$ cat config.mk
export PLATFORM = sky130hd
export DESIGN_NAME = blf_out_skid
export DESIGN_NICKNAME = d
export VERILOG_FILES = /design/src/assert_macros.svh /design/src/blf_pkg.sv /design/src/blf_out_skid.sv
export SDC_FILE = /design/constraint.sdc
export NUM_CORES = 1
export LEC_CHECK = 0
export CAP_MARGIN = 20
export CORE_UTILIZATION = 25
export DETAILED_ROUTE_END_ITERATION = 8
export DONT_BUFFER_PORTS = 1
export SETUP_SLACK_MARGIN = 0.02
export SYNTH_ARGS = -nofsm -noshare
export SYNTH_HDL_FRONTEND = slang
export SYNTH_SLANG_ARGS = --single-unit
$ cat constraint.sdc
create_clock -name clock -period 5.59 [get_ports clock]
set_clock_uncertainty 0.15 [all_clocks]
set_input_delay 1.118 -clock clock [delete_from_list [all_inputs] [get_ports clock]]
set_output_delay 1.118 -clock clock [all_outputs]
set_load 0.01 [all_outputs]
$ cat src/assert_macros.svh
// Assertion helpers used by the filter core.
`ifndef ASSERT_MACROS_SVH
`define ASSERT_MACROS_SVH

`ifndef ASSERT_OFF
// prop is a full property expression, sampled on the rising clock edge
`define BLF_ASSERT(lbl, clk, rst, prop, msg) \
   lbl: assert property (@(posedge clk) disable iff (rst) prop) else $error(msg);
// expr must never be true
`define BLF_ASSERT_NEVER(lbl, clk, rst, expr, msg) \
   lbl: assert property (@(posedge clk) disable iff (rst) !(expr)) else $error(msg);
`else
`define BLF_ASSERT(lbl, clk, rst, prop, msg)
`define BLF_ASSERT_NEVER(lbl, clk, rst, expr, msg)
`endif

`endif

$ cat src/blf_pkg.sv
package blf_pkg;

   localparam int MAX_WIDTH_DEF = 2048;

   localparam int PIX_W     = 8;
   localparam int COL_OUT_W = 11;
   localparam int ROW_W     = 12;
   localparam int DIM_W     = 12;

   localparam int WIDTH_RESET  = 640;
   localparam int HEIGHT_RESET = 480;
   localparam int MIN_DIM      = 3;

   // 3x3 sum of 8-bit pixels, max 2295
   localparam int SUM_W = 12;
   // floor(s/9) == (s * 7282) >> 16 for every s up to 2295
   localparam int MEAN_RECIP = 7282;
   localparam int RECIP_W    = 13;
   localparam int MEAN_SHIFT = 16;
   localparam int PROD_W     = 24;

   localparam int CSR_AW     = 3;
   localparam int CSR_DW     = 32;
   localparam int RSP_DATA_W = 40;

   typedef enum logic {
      REG_IMAGE_WIDTH  = 1'b0,
      REG_IMAGE_HEIGHT = 1'b1
   } blf_reg_type;

   typedef struct packed {
      logic [COL_OUT_W-1:0] out_col;
      logic [ROW_W-1:0]     out_row;
      logic                 frame_last;
   } blf_tag_type;

   // pixel stage control handed to the window pipeline
   typedef struct packed {
      logic        valid;
      logic        produce;
      blf_tag_type tag;
   } blf_stage_type;

   typedef struct packed {
      logic [PIX_W-1:0] mean_value;
      logic [PIX_W-1:0] edge_value;
      blf_tag_type      tag;
   } blf_result_type;

endpackage

$ cat src/blf_out_skid.sv
module blf_out_skid import blf_pkg::*; (
   input  logic           clock,
   input  logic           reset,
   input  logic           in_valid,
   input  blf_result_type in_res,
   output logic           adv,
   output logic           out_valid,
   output blf_result_type out_res,
   input  logic           out_ready
);

   logic           out_valid_ff, skid_valid_ff;
   blf_result_type out_res_ff, skid_res_ff;
   logic           take, push;

   assign take = out_valid_ff && out_ready;
   // the pipeline moves only while the skid slot is free
   assign adv  = !skid_valid_ff;
   assign push = adv && in_valid;

   always_ff @(posedge clock) begin
      if (reset) begin
         out_valid_ff  <= 1'b0;
         skid_valid_ff <= 1'b0;
      end else if (skid_valid_ff) begin
         if (take) begin
            out_res_ff    <= skid_res_ff;
            skid_valid_ff <= 1'b0;
         end
      end else if (push) begin
         if (!out_valid_ff || take) begin
            out_res_ff   <= in_res;
            out_valid_ff <= 1'b1;
         end else begin
            skid_res_ff   <= in_res;
            skid_valid_ff <= 1'b1;
         end
      end else if (take) begin
         out_valid_ff <= 1'b0;
      end
   end

   assign out_valid = out_valid_ff;
   assign out_res   = out_res_ff;

endmodule

==> key figures <==
Status
  – Status: finished clean

Timing
  – RSZ-0062 raised after global routing: no
  – Final worst-path cycle share: 48.2%
  – Final setup fails: 0
  – F_max: 0.371 GHz
  – Max-slew headroom: 56.8%
  – Hold Fails Final Rpt: 0
  – Setup slack after layout: 2900 ps
  – Fin. max-slew vios: 0
  – Min Tclk post-route: 2690 ps
  – Fin Setup TNS: 0 ps
  – Least-Margin Pin Slew: 648 ps

Global route
  – Global-route wire length before repair: 7.73 mm
  – Global route hottest layer: met2
  – Met2 Usage GRT: 13.4%
  – Initial antenna violation count: 0
  – Gr usage total: 8.56%
  – Pin count of the biggest net entering global routing: 46
  – M3 GR Usage: 4.86%
  – Vias in the first global route: 1327
  – Total gr overflow: 0
  – Met1 GRT Util: 9.30%

Yosys
  – Largest cells by area after synthesis: edfxtp_1, mux2_2, buf_6
  – Synth Area in Compound Gates: 1.11%
  – Mux cell area share after synthesis: 15.2%
  – Cell taking the most area after synthesis: edfxtp_1
  – Synth Cell Area: 3050 sq um
  – Cells after Synth: 138
  – XOR/XNOR Fraction of Synth Area: 0%
  – Post-Synth Simple-Gate Area: 1.36%
  – Synth cell types: 16
  – Top cell type's share of synthesized area: 78.9%
  – Syn. warnings: 0
  – Largest family of logic cells by synthesized area: multiplexers
  – Syn avg cell area: 22.1 sq um
  – Sequential-to-total area share from yosys stat: 80.2%
  – Flops & latches, synth: 82
  – Synth Net Count: 182
  – Adder-cell area share of the yosys netlist: 0%

Critical path
  – Startpoint types: register
  – Critical path data required time: 4320 ps
  – Setup CP Type: reg -> out
  – Critical path's slowest cell: dfxtp_2
  – CP endpoint kind: output port
  – Worst path cell trace: buf_16 -> inv_1
  – CP Max Fanout: 25
  – Crit-path max cell delay: 740 ps
  – Crit path DAT: 1420 ps

Floorplan
  – Starting Density: 26.1%
  – Die Area: 12600 sq um
  – Die width: 112 um
  – Die H: 112 um
  – Standard-cell rows: 39
  – Core Box Area: 11700 sq um
  – I/O pin cnt: 86

Drt
  – # DRC: 0
  – DRT antenna net count: 0
  – WL/cell: 17.5 um
  – Starting DRT DRC Count: 54
  – Vias per cell: 4.30
  – 1st-pass router iterations: 3
  – Via count: 1268
  – DRT Wirelength: 5.16 mm

Pwr
  – PD cells: 381 nW/um^2
  – Leak: 1.10 nW
  – Worst VDD drop: 0.000172 V

Clock network
  – CTS tree: built
  – TritonCTS buffer count: 9
  – Total clock sinks: 82
  – CTS Hold Bufs: 0
  – Root Buffer: clkbuf_16
  – Clock-pin slew on the worst setup and hold paths: 60 ps
  – Clk buf depth: 2
  – Setup repair bufs after CTS: 0
  – CTS H-tree lvls: 3
  – Clock Latency Late Sink: 330 ps
  – Resize count post-CTS: 0

Placed design
  – Post-DP HPWL: 3.22 mm
  – Gp weighted congestion: 0.647
  – DP Worst Slack: 2950 ps
  – Port buffer count: 0
  – Post-placement cell area: 3210 sq um

Finish
  – Share of layout cells above drive strength 1: 40.8%
  – Final Instance Area: 3520 sq um
  – Commonest non-fill, non-tap cells in the layout: edfxtp_1, mux2_2, clkbuf_16
  – Layout area overhead: 15.6%
  – ANT cells: 0
  – Leading cell type in the layout, fill and taps excluded: edfxtp_1
  – Final net count: 191

Run
  – Max-cap violation count: 0

Worst hold path
  – Hold crit path type: reg -> reg
[flip-flops by register name (all words and copies together) (netlist names)]
register,count
out_res,40
skid_res_ff,40
out_valid,1
skid_valid_ff,1
[critical path: cells and delay by family (launching register included)]
kind	cells	cell delay [ps]
flip-flops	1	740
buffers and inverters	2	340
[power breakdown]
part           total (mW)  internal (mW)  switching (mW)
combinational      0.0529         0.0297          0.0232
sequential          0.728          0.706          0.0221
clock               0.559          0.340           0.220
[per-layer routing]
metal	wire [um]	up-vias
met3	427	10
met4	106	0
met1	2140	636
met5	0	-
li1	-	563
met2	2480	59
[stage by stage]
step / instances / utilization, % / total power, mW / hold WS, ps
global placement: 278 / 27.5 / 0.791 / 379
floorplan: 138 / - / 0.782 / 373
finish: 295 / 30.2 / 1.34 / 394
detailed placement: 278 / 27.5 / 0.793 / 383
global route: 295 / 30.2 / 1.39 / 406
CTS: 294 / 30.0 / 1.36 / 397
[synthesized netlist by cell type (all sizes together)]
cell type and n:
mux2 40, a211oi 1, edfxtp 80, nand2b 2
a221oi 1, nor4b 1, nor2b 1, inv 2
dfxtp 2, nand2 1, buf 5, o22ai 1
a21oi 1
[cell families (layout without fill, tap and decap cells)]
logic type / count (synthesis) / after routing
buffers and inverters: 7 / 21
DFF: 82 / 82
AOI/OAI and AO/OA: 4 / 4
muxes: 40 / 40
and+or+nand+nor: 5 / 5
[path summary, 6_finish.rpt]
kind	startpoint	cells past startpoint	slack, ps	endpoint
setup / recovery	skid_valid_ff	2	2900	adv
hold / removal	skid_res_ff[36]	1	390	out_res[36]
setup reg to reg	skid_valid_ff	3	3410	out_res[1]
hold reg to reg	skid_res_ff[36]	1	390	out_res[36]
[final cells by class]
cell class | count | area, sq um
clock inverter | 7 | 60.1
sequential | 82 | 2440
timing repair buffer | 3 | 42.5
fill | 1125 | 8140
inverter | 2 | 7.51
tap | 143 | 179
multi-input combinational | 49 | 563
clock buffer | 9 | 225
(Power assumes the default switching activity.)
