**src/assert_macros.svh**
```systemverilog
// Assertion helpers used by the filter core.
`ifndef ASSERT_MACROS_SVH
`define ASSERT_MACROS_SVH

`ifndef ASSERT_OFF
// prop is a full property expression, sampled on the rising clock edge
`define BLF_ASSERT(lbl, clk, rst, prop, msg) \
   lbl: assert property (@(posedge clk) disable iff (rst) prop) else $error(msg);
// expr must never be true
`define BLF_ASSERT_NEVER(lbl, clk, rst, expr, msg) \
   lbl: assert property (@(posedge clk) disable iff (rst) !(expr)) else $error(msg);
`else
`define BLF_ASSERT(lbl, clk, rst, prop, msg)
`define BLF_ASSERT_NEVER(lbl, clk, rst, expr, msg)
`endif

`endif

```
**src/blf_pkg.sv**
```systemverilog
package blf_pkg;

   localparam int MAX_WIDTH_DEF = 2048;

   localparam int PIX_W     = 8;
   localparam int COL_OUT_W = 11;
   localparam int ROW_W     = 12;
   localparam int DIM_W     = 12;

   localparam int WIDTH_RESET  = 640;
   localparam int HEIGHT_RESET = 480;
   localparam int MIN_DIM      = 3;

   // 3x3 sum of 8-bit pixels, max 2295
   localparam int SUM_W = 12;
   // floor(s/9) == (s * 7282) >> 16 for every s up to 2295
   localparam int MEAN_RECIP = 7282;
   localparam int RECIP_W    = 13;
   localparam int MEAN_SHIFT = 16;
   localparam int PROD_W     = 24;

   localparam int CSR_AW     = 3;
   localparam int CSR_DW     = 32;
   localparam int RSP_DATA_W = 40;

   typedef enum logic {
      REG_IMAGE_WIDTH  = 1'b0,
      REG_IMAGE_HEIGHT = 1'b1
   } blf_reg_type;

   typedef struct packed {
      logic [COL_OUT_W-1:0] out_col;
      logic [ROW_W-1:0]     out_row;
      logic                 frame_last;
   } blf_tag_type;

   // pixel stage control handed to the window pipeline
   typedef struct packed {
      logic        valid;
      logic        produce;
      blf_tag_type tag;
   } blf_stage_type;

   typedef struct packed {
      logic [PIX_W-1:0] mean_value;
      logic [PIX_W-1:0] edge_value;
      blf_tag_type      tag;
   } blf_result_type;

endpackage

```
**src/blf_window.sv**
```systemverilog
module blf_window import blf_pkg::*; (
   input  logic             clock,
   input  logic             reset,
   input  logic             adv,
   input  blf_stage_type    s1,
   input  logic [PIX_W-1:0] up_px,
   input  logic [PIX_W-1:0] mid_px,
   input  logic [PIX_W-1:0] low_px,
   output logic             res_valid,
   output blf_result_type   res
);

   localparam int LAP_W = 12;

   // [row 0 top .. 2 bottom][col 0 left .. 2 right]
   logic [PIX_W-1:0] win_ff [3][3];
   logic             v2_ff, v3_ff, v4_ff;
   blf_tag_type      tag2_ff, tag3_ff, tag4_ff;
   logic [SUM_W-1:0] sum_ff;
   logic [PIX_W-1:0] edge3_ff, edge4_ff;
   logic [PROD_W-1:0] prod_ff;

   logic [SUM_W-1:0]         sum_in;
   logic signed [LAP_W-1:0]  lap;
   logic [LAP_W-1:0]         lap_mag;
   logic [PIX_W-1:0]         edge_in;
   logic [SUM_W+RECIP_W-1:0] prod_full;

   always_comb begin
      sum_in = '0;
      for (int i = 0; i < 3; i++) begin
         for (int j = 0; j < 3; j++) begin
            sum_in = sum_in + SUM_W'(win_ff[i][j]);
         end
      end
      lap = $signed({4'b0, win_ff[0][1]}) + $signed({4'b0, win_ff[2][1]})
          + $signed({4'b0, win_ff[1][0]}) + $signed({4'b0, win_ff[1][2]})
          - $signed({2'b0, win_ff[1][1], 2'b0});
      lap_mag = lap[LAP_W-1] ? LAP_W'(-lap) : LAP_W'(lap);
      // doubling saturates once the magnitude passes 127
      if (lap_mag > LAP_W'(127)) begin
         edge_in = '1;
      end else begin
         edge_in = {lap_mag[PIX_W-2:0], 1'b0};
      end
      prod_full = sum_ff * RECIP_W'(MEAN_RECIP);
   end

   always_ff @(posedge clock) begin
      if (adv) begin
         if (s1.valid) begin
            for (int i = 0; i < 3; i++) begin
               win_ff[i][0] <= win_ff[i][1];
               win_ff[i][1] <= win_ff[i][2];
            end
            win_ff[0][2] <= up_px;
            win_ff[1][2] <= mid_px;
            win_ff[2][2] <= low_px;
         end
         tag2_ff  <= s1.tag;
         sum_ff   <= sum_in;
         edge3_ff <= edge_in;
         tag3_ff  <= tag2_ff;
         prod_ff  <= prod_full[PROD_W-1:0];
         edge4_ff <= edge3_ff;
         tag4_ff  <= tag3_ff;
      end
   end

   always_ff @(posedge clock) begin
      if (reset) begin
         v2_ff <= 1'b0;
         v3_ff <= 1'b0;
         v4_ff <= 1'b0;
      end else if (adv) begin
         v2_ff <= s1.valid && s1.produce;
         v3_ff <= v2_ff;
         v4_ff <= v3_ff;
      end
   end

   assign res_valid      = v4_ff;
   assign res.mean_value = prod_ff[MEAN_SHIFT +: PIX_W];
   assign res.edge_value = edge4_ff;
   assign res.tag        = tag4_ff;

endmodule

```
**config.mk**
```make
export PLATFORM = sky130hd
export DESIGN_NAME = blf_window
export DESIGN_NICKNAME = d
export VERILOG_FILES = /design/src/assert_macros.svh /design/src/blf_pkg.sv /design/src/blf_window.sv
export SDC_FILE = /design/constraint.sdc
export NUM_CORES = 1
export LEC_CHECK = 0
export ABC_AREA = 0
export BUFFER_PORTS_ARGS = -buffer_cell sky130_fd_sc_hd__buf_2
export CORE_ASPECT_RATIO = 2
export CORE_MARGIN = 4
export CORE_UTILIZATION = 57
export CTS_BUF_LIST = sky130_fd_sc_hd__clkbuf_8
export CTS_CLUSTER_DIAMETER = 120
export CTS_CLUSTER_SIZE = 25
export DETAILED_ROUTE_END_ITERATION = 8
export PLACE_DENSITY = 0.87
export SLEW_MARGIN = 20
export SYNTH_ARGS = -nofsm -noshare
export SYNTH_HDL_FRONTEND = slang
export SYNTH_SLANG_ARGS = --single-unit
```
**constraint.sdc**
```tcl
create_clock -name clock -period 6.7 [get_ports clock]
set_input_delay 1.34 -clock clock [delete_from_list [all_inputs] [get_ports clock]]
set_output_delay 1.34 -clock clock [all_outputs]
set_load 0.005 [all_outputs]
```
==> metrics.md <==
| Metric | Value |
|---|---|
| Synth Area in XOR/XNOR | `0.0227` |
| Yosys Warn Count | `0` |
| Initial DRC Count | `190` |
| Max cap viols | `0` |
| Critical path class | `flop to flop` |
| RSZ-0062 raised after global routing | `false` |
| Commonest non-fill, non-tap cells in the layout | `edfxtp_1, inv_1, fa_1` |
| Worst setup SP type | `flop` |
| Slew Limit Fails | `0` |
| Hold buffers post-CTS | `0` |
| Antenna diode count | `0` |
| Drt first pass iters | `4` |
| Synth Area in Compound Gates | `0.0519` |
| Post-route antenna net violation count | `0` |
| Vias in the first global route | `6,148` |
| Cell count after synthesis | `680` |
| Final nets | `1,044` |
| Distinct cells, synth | `57` |
| WP data required | `6.92 ns` |
| Sequential area share after synthesis | `0.524` |
| Core box area | `0.0179 mm2` |
| Port bufs | `93` |
| Global-route wire length before repair | `29,500 um` |
| Mean area per synthesized cell | `15.3 um2` |
| Via density | `5.48` |
| CP Capture Type | `flop` |
| RD Place Congestion | `0.838` |
| Post-synth top flop | `edfxtp_1` |
| Met1 Track Usage GR | `0.181` |
| I/O pins | `94` |
| Setup TNS | `0 ns` |
| Most common cell after layout, fill and taps aside | `edfxtp_1` |
| Worst min-delay path class | `flop to flop` |
| Clk_skew | `0.0247 ns` |
| Total Wirelength | `18,100 um` |
| Slowest cell on crit path | `fa_1` |
| Total GRT Usage | `0.186` |
| Result of the run | `finished clean` |
| Post-CTS Setup Inserts | `0` |
| Largest family of logic cells by synthesized area | `adder cells` |
| Synthesized area | `0.0104 mm2` |
| Die Width | `104 um` |
| Max FO, Critical Path | `5` |
| Slowest cell delay on critical path | `0.54 ns` |
| Worst-margin pin slew | `0.737 ns` |
| Initial Utilization | `0.584` |
| Final Setup Violations | `0` |
| Ys async rst share | `0` |
| GR Overflow Total | `0` |
| Reg clk slew, reported paths | `0.10 ns` |
| EDFF count, synth | `180` |
| Drt drc | `0` |
| Fillers | `1,245` |
| Rows | `69` |
| TritonCTS clock tree | `built` |
| Clock latency on the worst-skew pair | `0.47 ns` |
| Most used cell, CP | `fa_1` |
| Final hold violation count | `0` |
| Mux cell area share after synthesis | `0.00288` |
| Die ar. | `0.0207 mm2` |
| GRT met3 Usage | `0.0356` |
| Share of cells above drive strength 1 | `0.170` |
| HPWL Detailed | `14,100 um` |
| Critical path arrival | `5.25 ns` |
| TritonCTS Buffers | `17` |
| Adder-Cell Fraction of Synth Area | `0.316` |
| Wire length per cell | `17.8 um` |
| Fmax | `199 MHz` |
| Die Y | `199 um` |
| Post-Synth Simple-Gate Area | `0.0369` |
| Synth-to-Final Area Change | `10.6%` |
| Pin count of the biggest net entering global routing | `61` |
| Max Buffers Root-to-Sink | `2` |
| Initial antenna violation count | `0` |
| Sink Count | `183` |
| Met2 GRT Util | `0.370` |
| Min Tclk post-route | `5.02 ns` |
| #FFs+latches synth | `183` |
| Max-slew headroom | `0.509` |
| Root Buffer | `clkbuf_8` |
| Top Usage Layer GRT | `met2` |
| Crit-path cells | `fa_1 -> ha_1 -> inv_1 -> fa_1 -> fa_1 -> inv_1 -> fa_1 -> ha_1 -> a21o_1 -> a2111oi_2 -> nor2_1 -> o41ai_1 -> o21bai_1 -> xor2_1` |
| H-tree lvl count | `4` |
| Post-synthesis net count | `933` |
| CTS resizes | `0` |
| Tcrit/Tclk final | `0.750` |
| Vias | `5,576` |
## state kept, by name, indices dropped and copies added (netlist names)
| register | cells |
|---|---|
| v2_ff | 1 |
| prod_ff | 8 |
| sum_ff | 12 |
| v3_ff | 1 |
| edge4_ff | 8 |
| tag2_ff | 24 |
| win_ff | 72 |
| edge3_ff | 8 |
| tag3_ff | 24 |
| res_valid | 1 |
| res | 24 |
## final timing paths
check | depth (start not counted) | startpoint | to | slack, ns
setup / recovery | 14 | sum_ff[3] | prod_ff[18] | 1.68
hold / removal | 0 | tag2_ff[20] | tag3_ff[20] | 0.42
setup reg to reg | 14 | sum_ff[3] | prod_ff[18] | 1.68
hold reg to reg | 0 | tag2_ff[20] | tag3_ff[20] | 0.42
## area by class of cell
type | instances | area [um2] | area share
clock buffer | 18 | 248 | 0.0215
tap | 213 | 267 | 0.0231
sequential | 183 | 5470 | 0.474
clock inverter | 14 | 138 | 0.0119
multi-input combinational | 375 | 4490 | 0.389
inverter | 119 | 447 | 0.0387
timing repair buffer | 95 | 483 | 0.0419
## synthesized netlist by cell type (all sizes together), types with 2 or more instances
cell type	count	area share
buf	3	0.0026
nor2b	5	0.0030
and2	3	0.0020
nor3	5	0.0024
mux2i	3	0.0029
a21o	13	0.0094
o311ai	3	0.0025
o21bai	4	0.0029
dfxtp	3	0.0058
nand2	12	0.0043
nand2b	4	0.0024
fa	106	0.20
edfxtp	180	0.52
or2	2	0.0012
o21a	3	0.0022
a31oi	3	0.0024
nand4	3	0.0018
nand3	12	0.0058
a21oi	15	0.0072
ha	94	0.11
o21ai	12	0.0061
nor2	17	0.0061
o2111a	2	0.0022
xor2	9	0.0076
a211o	3	0.0025
o221ai	2	0.0023
xnor2	18	0.015
a2111oi	2	0.0023
inv	119	0.043
## routing by layer
layer | up-vias | wire length [um]
met4 | 0 | 695
met3 | 39 | 592
met5 | - | 0
li1 | 2583 | -
met2 | 132 | 10700
met1 | 2822 | 6130
## worst max-delay path: cells and delay by family (launching register included)
kind	cells	cell delay, ns
xor+xnor	1	0.17
compound gates	4	1.14
buf+inv	2	0.11
flops	1	0.52
simple gates	1	0.18
fa+ha+maj	6	2.66
## per-stage QoR
| stage | std cells | instance area (um2) | setup slack (ns) | hold WS (ns) | utilization |
|---|---|---|---|---|---|
| 3_5_place_dp | 985 | 11200 | 1.70 | 0.405 | 0.624 |
| 4_1_cts | 1017 | 11500 | 1.70 | 0.422 | 0.646 |
| 2_1_floorplan | 680 | 10400 | 1.90 | 0.400 | - |
| 6_report | 1017 | 11500 | 1.68 | 0.422 | 0.646 |
| 5_1_grt | 1017 | 11500 | 1.44 | 0.427 | 0.646 |
| 3_3_place_gp | 985 | 11200 | 1.78 | 0.401 | 0.624 |
## logic make-up (layout without fill, tap and decap cells)
| logic type | count (synthesis) | in the layout |
|---|---|---|
| adders and majority gates | 200 | 200 |
| xor gates and xnor gates | 27 | 27 |
| and+or+nand+nor | 71 | 71 |
| DFF | 183 | 183 |
| buffers and inverters | 122 | 246 |
| AOI/OAI and AO/OA | 74 | 74 |
| muxes | 3 | 3 |
Power is not shown: default switching activity piles up to over one toggle a cycle in this logic, so the estimate is an artifact.
